===== config.mk =====
export PLATFORM = sky130hd
export DESIGN_NAME = gtr_ctrl
export DESIGN_NICKNAME = d
export VERILOG_FILES = /design/src/rtl/gtr_pkg.sv /design/src/rtl/gtr_ctrl.sv
export VERILOG_INCLUDE_DIRS = /design/src /design/src/rtl
export SDC_FILE = /design/constraint.sdc
export NUM_CORES = 1
export LEC_CHECK = 0
export ABC_AREA = 1
export BUFFER_PORTS_ARGS = -buffer_cell sky130_fd_sc_hd__buf_2
export CELL_PAD_IN_SITES_DETAIL_PLACEMENT = 1
export CELL_PAD_IN_SITES_GLOBAL_PLACEMENT = 1
export CORE_AREA = 2 2 39 41
export CTS_CLUSTER_DIAMETER = 150
export DETAILED_ROUTE_END_ITERATION = 8
export DIE_AREA = 0 0 41 43
export GPL_TIMING_DRIVEN = 1
export PLACE_DENSITY_LB_ADDON = 0.1
export SYNTH_ARGS = -nofsm -noshare
export SYNTH_HDL_FRONTEND = slang
export SYNTH_SLANG_ARGS = --single-unit

===== constraint.sdc =====
create_clock -name clock -period 1.65 [get_ports clock]
set_clock_uncertainty 0.1 [all_clocks]
set_input_delay 0.33 -clock clock [delete_from_list [all_inputs] [get_ports clock]]
set_output_delay 0.33 -clock clock [all_outputs]
set_load 0.05 [all_outputs]

===== src/rtl/assert_macros.svh =====
// assertion macros shared by the glyph renderer modules
// needs signals named clock and reset in the including module
`ifndef ASSERT_MACROS_SVH
`define ASSERT_MACROS_SVH

// property checked on every rising clock edge outside reset
`define GTR_ASSERT(label, prop, msg) \
   label: assert property (@(posedge clock) disable iff (reset) (prop)) else $error(msg);

// implication whose consequent is checked in the cycle after the antecedent
`define GTR_ASSERT_NEXT(label, pre, post, msg) \
   label: assert property (@(posedge clock) disable iff (reset) (pre) |=> (post)) else $error(msg);

`endif


===== src/rtl/gtr_pkg.sv =====
// shared types and constants of the glyph text renderer
// used by gtr_ctrl, gtr_datapath and glyph_text_renderer
package gtr_pkg;

   localparam int GLYPH_ROWS  = 16;
   localparam int GLYPH_COUNT = 256;
   localparam int ROW_W       = $clog2(GLYPH_ROWS);
   localparam int GLYPH_W     = $clog2(GLYPH_COUNT);
   localparam int STORE_DEPTH = GLYPH_COUNT * GLYPH_ROWS;
   localparam int ADDR_W      = $clog2(STORE_DEPTH);

   localparam logic [ROW_W-1:0] LAST_ROW = ROW_W'(GLYPH_ROWS - 1);
   localparam logic [15:0]      CELL_W   = 16'd8;
   localparam logic [15:0]      CELL_H   = 16'd16;
   localparam logic [15:0]      Y_MAX    = 16'hFFFF;

   localparam logic [15:0] PITCH_RESET = 16'd640;
   localparam logic [15:0] WIDTH_RESET = 16'd640;

   // command codes
   localparam logic [1:0] CMD_DRAW = 2'd0;
   localparam logic [1:0] CMD_LOAD = 2'd1;
   localparam logic [1:0] CMD_HOME = 2'd2;

   // register indexes, taken from paddr[2]
   localparam logic REG_LINE_PITCH   = 1'b0;
   localparam logic REG_SCREEN_WIDTH = 1'b1;

   typedef enum logic [1:0] {
      ST_IDLE,
      ST_SETUP,
      ST_ROWS,
      ST_FINISH
   } ctrl_state_type;

   typedef struct packed {
      logic             latch;
      logic             load;
      logic             home;
      logic             setup;
      logic             read;
      logic             last;
      logic [ROW_W-1:0] row;
      logic             advance;
   } dp_cmd_type;

endpackage


===== src/rtl/gtr_ctrl.sv =====
// controller of the glyph text renderer: issues load and home, and sequences setup, row reads and cursor advance
// depends on gtr_pkg and assert_macros.svh
`include "assert_macros.svh"

module gtr_ctrl
   import gtr_pkg::*;
(
   input  logic       clock,
   input  logic       reset,
   input  logic       start,
   input  logic [1:0] command,
   output logic       busy,
   output dp_cmd_type dp_cmd
);

   ctrl_state_type   state_ff, state_in;
   logic [ROW_W-1:0] row_ff, row_in;

   always_ff @(posedge clock) begin
      if (reset) begin
         state_ff <= ST_IDLE;
         row_ff   <= '0;
      end else begin
         state_ff <= state_in;
         row_ff   <= row_in;
      end
   end

   always_comb begin
      state_in = state_ff;
      row_in   = row_ff;
      dp_cmd   = '0;
      dp_cmd.row = row_ff;
      unique case (state_ff)
         ST_IDLE: begin
            if (start) begin
               unique case (command)
                  CMD_DRAW: begin
                     dp_cmd.latch = 1'b1;
                     state_in     = ST_SETUP;
                  end
                  CMD_LOAD: dp_cmd.load = 1'b1;
                  CMD_HOME: dp_cmd.home = 1'b1;
                  default: ;
               endcase
            end
         end
         ST_SETUP: begin
            dp_cmd.setup = 1'b1;
            row_in       = '0;
            state_in     = ST_ROWS;
         end
         ST_ROWS: begin
            dp_cmd.read = 1'b1;
            dp_cmd.last = (row_ff == LAST_ROW);
            row_in      = row_ff + 1'b1;
            if (row_ff == LAST_ROW) begin
               state_in = ST_FINISH;
            end
         end
         ST_FINISH: begin
            dp_cmd.advance = 1'b1;
            state_in       = ST_IDLE;
         end
         default: state_in = ST_IDLE;
      endcase
   end

   assign busy = (state_ff != ST_IDLE);

   `GTR_ASSERT_NEXT(a_rows_end, state_ff == ST_ROWS && row_ff == LAST_ROW, state_ff == ST_FINISH, "row sequence did not end after the last row")
   `GTR_ASSERT(a_idle_row, state_ff != ST_ROWS || busy, "row reads issued while not busy")
   `GTR_ASSERT_NEXT(a_setup_rows, state_ff == ST_SETUP, state_ff == ST_ROWS && row_ff == '0, "rows did not start at the first row")

endmodule


# Word-level counts from Yosys, hierarchy flattened
# Index checks and enable logic that the tools add are counted.
# Widths: inputs -> output; s select.
[totals] reg_bits=6 input_bits=5 out_inout_bits=12 wordCells=30
[classes] n_addsub=1 eq_ne=9 n_mux=13 n_reduce_logical=5
[ops] cell="$mux 2" n=4
[ops] cell="$pmux 2 s4" n=1
[ops] cell="$pmux 4 s2" n=1
[ops] cell="$eq 2x2->1 const B" n=3
[ops] cell="$mux 3" n=2
[ops] cell="$mux 1" n=5
[ops] cell="$add 4x1->4 const B" n=1
[ops] cell="$eq 2x1->1 const B" n=2
[ops] cell="$eq 4x4->1 const B" n=1
[ops] cell="$logic_not 2->1" n=2
[ops] cell="$ne 2x2->1 const B" n=2
[ops] cell="$reduce_bool 2->1" n=2
[ops] cell="$reduce_and 3->1" n=1
[ops] cell="$ne 2x1->1 const B" n=1

# Depth between registers and ports, before layout
# Gate-level depths: netlist (run 1).
[depth] depth_word=4 ltp_mapped=6 ltp_nobuf=6

# Least setup slack after synthesis (run 1)
# OpenSTA, ideal clock, no wires.
[synth_path] path_type="register to output" from="register row_ff[0]" to="output dp_cmd[5] (netlist name)" arrival_time_ns=1.708 required_ns=1.220 setup_slack_ns=-0.488 stages_incl_launch_ff=4 n_path_buf=0 path_cell_list="dfxtp_1 > ha_1 > nand3_1 > nor2_1"
[synth_lines] element="from (decl)" line="gtr_ctrl.sv:17" rtl="logic [ROW_W-1:0] row_ff, row_in;"
[synth_lines] element="from (signal assigned)" line="gtr_ctrl.sv:25" rtl="row_ff <= row_in;"
[synth_lines] element="to (decl)" line="gtr_ctrl.sv:13" rtl="output dp_cmd_type dp_cmd"

==> impl_metrics.ini, run 1 <==
[final_layout]
layout.cells.non_filler = 85
postLayoutCoreUtil_pct = 43.9
syn_to_final_growth_pct = 69.6
n_antenna_cell = 0
final_nets = 81
drive_gt1_share_pct = 58.0
final_area_um2 = 607
fillCellCount = 179

[clock_network]
clk-insertion-delay-late_ns = 0.24
cts_tree = done
numCtsBuffers = 3
clock-sinks = 6
cts_root_buf = clkbuf_4
clkTransAtPathRegs_ns = 0.04
clockBufferDepth = 2
htreeDepth = 1

[floorplan]
ioPinCount = 17
initial_core_util_pct = 25.9
core_area_mm2 = 0.00138
rows = 14
die_h_um = 43
die_w_um = 41
dieArea_mm2 = 0.00176

[global_routing]
grt_pass1_vias = 399
grt_antenna_before_repair = 0
overflow = 0
grt_pass1_wl_mm = 1.59
grt_max_degree = 7
grtUsageTotal_pct = 13.7

[synth]
synth_seq_cells = 6
yosysMostFrequentCell = nor2_1
syn_avg_cell_area_um2 = 7.46
synth_edf_count = 0
yosysWarnings = 0
synth.distinct_cells = 15
yosysSeqAreaShare_pct = 33.6
synthTopCellsByCount = 8 x nor2_1, 7 x inv_1, 6 x dfxtp_1, 6 x nand2_1, 5 x ha_1
synthFlopType = dfxtp_1
syn-cell-area_um2 = 358
synth_top_cells_by_area = dfxtp_1 34%, ha_1 17%, nor2_1 8.4%
netlist_instances = 48
synth_nets = 58
synth_top_area_share_pct = 33.6
postSynth.asyncResetShare_pct = 0
yosysTopAreaCell = dfxtp_1

[routing]
vias = 396
remaining_drc_errors = 0
first_pass_iters = 2
detail-route-antenna-nets = 0
vias_per_cell = 4.66
drtIter0Drc = 2
routed_wl_mm = 1.03
avgRoutedWirePerCell_um = 12.1

[power]
power_density_mw_per_mm2 = 1550
p_sw_w = 0.000468
sw_frac_of_total_pct = 49.8
p_int_w = 0.000472
seqPwrFrac_pct = 23.4
pwr-share-clk_pct = 14.3
share_comb_of_total_power_pct = 62.3
leakagePower_nw = 0.284
ir_drop_mv = 0.562

[run]
max-cap-violations = 0

[place]
hpwl_um = 713
post-place-ws_ns = 0.0659
dp_cells = 80
placed_area_um2 = 487
gp_congestion = 0.605
io_buffers = 16

[critical_path]
cp_slowest_cell = dfxtp_2
cp_max_fo = 4
critical_path_class = flip-flop to output port
worst-path-buf-inv = 2
cp_top_family = flip-flops
critPathRequiredTime_ns = 1.22
crit_path_start_kind = flip-flop
crit_arrival_ns = 1.19
end_kind = output port
crit_path_max_incr_delay_ns = 0.35
path_cells = inv_2 -> ha_4 -> nand2_2 -> nor3_4 -> buf_6

[sta]
slew_headroom_pct = 83.4
tns_ns = 0
hold_viol_final = 0
worst_slack_ns = 0.0340
worst_pin_slew_ns = 0.251
layout_worst_path_cycle_share_pct = 97.9
final_max_slew_viol_count = 0
rsz0062_at_grt = yes
max_freq_mhz = 619
min_period_ns = 1.62
setup_viol = 0

[min_path]
hold_path_class = input port to flip-flop

[run_status]
status = finished clean
==> power groups by stage <==
stage	combinational (W)	sequential, W	clock, W
CTS	0.000550	0.000214	0.000145
floorplan	0.000350	0.000240	0
finish	0.000586	0.000220	0.000134
global route	0.000636	0.000224	0.000152
detailed placement	0.000479	0.000206	0
global placement	0.000479	0.000205	0
==> placed cells by master (no fill, tap or decap), types with 3 or more instances in the layout <==
cell | synthesis | layout
a21oi_1 | 3 | 3
buf_2 | 0 | 11
buf_6 | 0 | 4
clkbuf_4 | 0 | 3
dfxtp_2 | 0 | 4
ha_4 | 0 | 3
inv_1 | 7 | 4
nand2_1 | 6 | 5
nor2_1 | 8 | 5
nor2_2 | 1 | 3
==> state kept, by name, indices dropped and copies added, names as in the netlist <==
name and count:
row_ff 4, state_ff 2
==> cell type report <==
class	count	area (um^2)	share of cell area, %
multi-input combinational	35	280	46.2
clock buffer	3	22.5	3.71
tap	16	20.0	3.30
timing repair buffer	18	130	21.4
sequential	6	125	20.6
inverter	7	28.8	4.74
==> timing repair <==
action                                  4_1_cts  5_1_grt
hold buffers                                  0        0
setup buffers                                 1        1
gates cloned                                  0        0
pin swaps                                     1        1
endpoints found under the setup margin        5        5
gates resized for setup                      16        8
==> worst paths after layout <==
kind,start,endpoint,slack [ns],cells after the start
max,state_ff[1],dp_cmd[8],0.03,5
min,reset,state_ff[1],0.26,4
max reg2reg,state_ff[1],row_ff[2],0.33,5
min reg2reg,row_ff[1],row_ff[1],0.42,2
==> cells by family (layout without fill, tap and decap cells) <==
family                   Yosys count  after routing  share of synthesized area [%]
AND/OR/NAND/NOR                   23             23                           28.7
buffers and inverters              7             28                           7.34
AO/OA/AOI/OAI                      5              5                           8.04
adder cells (fa/ha/maj)            5              5                           17.5
XOR/XNOR                           2              2                           4.90
flip-flops                         6              6                           33.6
==> layer usage <==
layer,global-route usage (%),wire [um],vias up
met5,0,0,-
met4,8.00,0,0
met3,4.71,41,0
met2,23.8,617,9
met1,12.6,366,191
li1,-,-,196
==> per-stage QoR <==
stage / hold WS [ns] / power, W
detailed placement: 0.405 / 0.000685
CTS: 0.245 / 0.000908
global placement: 0.401 / 0.000685
finish: 0.259 / 0.000940
global route: 0.275 / 0.00101
floorplan: 0.403 / 0.000590
==> worst register-to-register path, delay by kind of cell, from the launching register on <==
family                   cells  cell delay [ns]
adder cells (fa/ha/maj)      1             0.30
AND/OR/NAND/NOR              1             0.07
flip-flops                   1             0.38
buffers and inverters        2             0.15
AO/OA/AOI/OAI                1             0.21
(Power assumes the default switching activity.)
==> run 2: changes to the inputs <==
--- a/config.mk
+++ b/config.mk
@@ -7,7 +7,7 @@
 export NUM_CORES = 1
 export LEC_CHECK = 0
 export ABC_AREA = 1
-export BUFFER_PORTS_ARGS = -buffer_cell sky130_fd_sc_hd__buf_2
+export BUFFER_PORTS_ARGS = -buffer_cell sky130_fd_sc_hd__buf_4
 export CELL_PAD_IN_SITES_DETAIL_PLACEMENT = 1
 export CELL_PAD_IN_SITES_GLOBAL_PLACEMENT = 1
 export CORE_AREA = 2 2 39 41
==> run 2 against run 1 <==
  * Total power is 1.4% higher
  * Global-route usage down 0.30 points
  * Routed wire length shrank 9.4%
  * Largest cell class unchanged
  * Maximum frequency is 0.99% lower
  * Register-to-register slack gained 0.03 ns
  * Final cell count is 1.2% higher
  * Combinational power up 2%
  * Non-clock buffer count is 1 higher
  * Worst hold slack got worse by 0.0082 ns
  * Highest routed layer is now met4
  * Sequential share of layout area decreased by 0.93 points
  * Clock power about the same
==> impl_metrics.ini, run 2 (synthesis gave the netlist of run 1 again) <==
[routing]
detail-route-antenna-nets = 0
vias = 391
vias_per_cell = 4.55
avgRoutedWirePerCell_um = 10.8
drtIter0Drc = 1
first_pass_iters = 2
routed_wl_um = 929
remaining_drc_errors = 0

[global_routing]
overflow = 0
grt_antenna_before_repair = 0
grtUsageTotal_pct = 13.4
grt_max_degree = 7
grt_pass1_wl_mm = 1.55
grt_pass1_vias = 391

[critical_path]
crit_path_max_incr_delay_ns = 0.37
crit_arrival_ns = 1.20
crit_path_start_kind = flip-flop
critical_path_class = flip-flop to output port
end_kind = output port
critPathRequiredTime_ns = 1.22
path_cells = inv_2 -> ha_4 -> inv_1 -> nor2_2 -> buf_4
crit_cells = 5
r2r_cells = 5
r2r_end = row_ff[1]
r2r_start = state_ff[1]
cp_top_family = flip-flops
cp_slowest_cell = dfxtp_2
worst-path-buf-inv = 3
rrSetupSlack_ns = 0.36
cp_max_fo = 4

[sta]
max_freq_mhz = 613
hold_viol_final = 0
min_period_ns = 1.63
rsz0062_at_grt = yes
layout_worst_path_cycle_share_pct = 98.9
worst_pin_slew_ns = 0.207
tns_ns = 0
setup_viol = 0
slew_headroom_pct = 86.2
final_max_slew_viol_count = 0

[final_layout]
top_regs = row_ff (4), state_ff (2)
drive_gt1_share_pct = 55.7
largest_register_ffs = 4
postLayoutCoreUtil_pct = 45.9
n_antenna_cell = 0
final_area_um2 = 636
final_nets = 82
top_register = row_ff
layout.cells.non_filler = 86
final_common_cell = buf_4
syn_to_final_growth_pct = 77.6
layout_common_cells = 15 x buf_4, 6 x nand2_1, 5 x inv_1, 5 x nor2_1, 4 x dfxtp_2

[clock_network]
ctsHoldBuffers = 0
clkTransAtPathRegs_ns = 0.04
htreeDepth = 1
numCtsBuffers = 3
clockBufferDepth = 2
cts_tree = done
cts_root_buf = clkbuf_4
clock-sinks = 6
clk-insertion-delay-late_ns = 0.24

[power]
pwr-share-clk_pct = 14.3
share_comb_of_total_power_pct = 62.8
power_density_mw_per_mm2 = 1500
p_sw_w = 0.000459
seqPwrFrac_pct = 22.9
p_int_w = 0.000494
sw_frac_of_total_pct = 48.2
ir_drop_mv = 0.681
leakagePower_nw = 0.293
p_total_w = 0.000954

[floorplan]
initial_core_util_pct = 25.9
die_w_um = 41
rows = 14
core_area_mm2 = 0.00138
ioPinCount = 17
die_h_um = 43
dieArea_mm2 = 0.00176

[min_path]
hold_path_class = input port to flip-flop
hold_path_end = state_ff[1]
hold_path_depth = 4
hp-start = reset

[run]
max-cap-violations = 0

[place]
hpwl_um = 747
gp_congestion = 0.629
io_buffers = 16
placed_area_um2 = 527
dp_cells = 80

[run_status]
status = finished clean
[run 2: cell count changes in the layout (fill, tap and decap cells not counted)]
cell | previous run | this run
buf_2 | 11 | 0
buf_4 | 2 | 15
buf_6 | 4 | 3
inv_1 | 4 | 5
inv_2 | 2 | 1
nand2_1 | 5 | 6
nand2_2 | 1 | 0
[run 2: worst min-delay path, delay by kind of cell]
| kind | cells | cell delay [ns] |
|---|---|---|
| and+or+nand+nor | 2 | 0.09 |
| buffers and inverters | 2 | 0.13 |
[run 2: how the worst max path moves through the flow]
| stage | to | startpoint | slack [ns] |
|---|---|---|---|
| 6_report | dp_cmd[10] | state_ff[1] | 0.02 |
| 2_1_floorplan | dp_cmd[10] | state_ff[0] | -0.12 |
| 3_3_place_gp | dp_cmd[8] | state_ff[0] | 0.14 |
| 4_1_cts | dp_cmd[8] | state_ff[0] | 0.002 |
| 3_5_place_dp | dp_cmd[8] | state_ff[0] | 0.13 |
| 5_1_grt | dp_cmd[10] | state_ff[1] | -0.05 |
[run 2: layer usage]
| metal | global-route usage [%] | wire length (um) | vias up |
|---|---|---|---|
| li1 | - | - | 200 |
| met1 | 13.9 | 374 | 180 |
| met4 | 10.0 | 10 | 0 |
| met5 | 0 | 0 | - |
| met3 | 3.14 | 29 | 2 |
| met2 | 21.6 | 515 | 9 |
[run 2: metrics by stage]
step | setup WS [ns] | hold WS, ns
CTS | 0.00209 | 0.241
floorplan | -0.125 | 0.403
detailed placement | 0.133 | 0.412
global placement | 0.145 | 0.414
finish | 0.0178 | 0.250
global route | -0.0511 | 0.266
[run 2: what timing repair did]
action	CTS	global route
setup buffers	2	1
endpoints found under the setup margin	5	5
gates resized for setup	11	5
pin swaps	1	1
hold endpoints to repair	0	0
[run 2: layout make-up]
cell class	instances	area (um^2)
Timing Repair Buffer	19	161
Sequential cell	6	125
Clock buffer	3	22.5
Fill cell	169	748
Multi-Input combinational cell	35	278
Tap cell	16	20.0
Inverter	7	28.8
[run 2: power groups by stage]
stage	clock [W]	sequential, W	combinational, W
final	0.000136	0.000218	0.000599
after detailed placement	0	0.000206	0.000506
after global routing	0.000157	0.000223	0.000656
after floorplan	0	0.000240	0.000350
after CTS	0.000148	0.000212	0.000579
after global placement	0	0.000206	0.000511
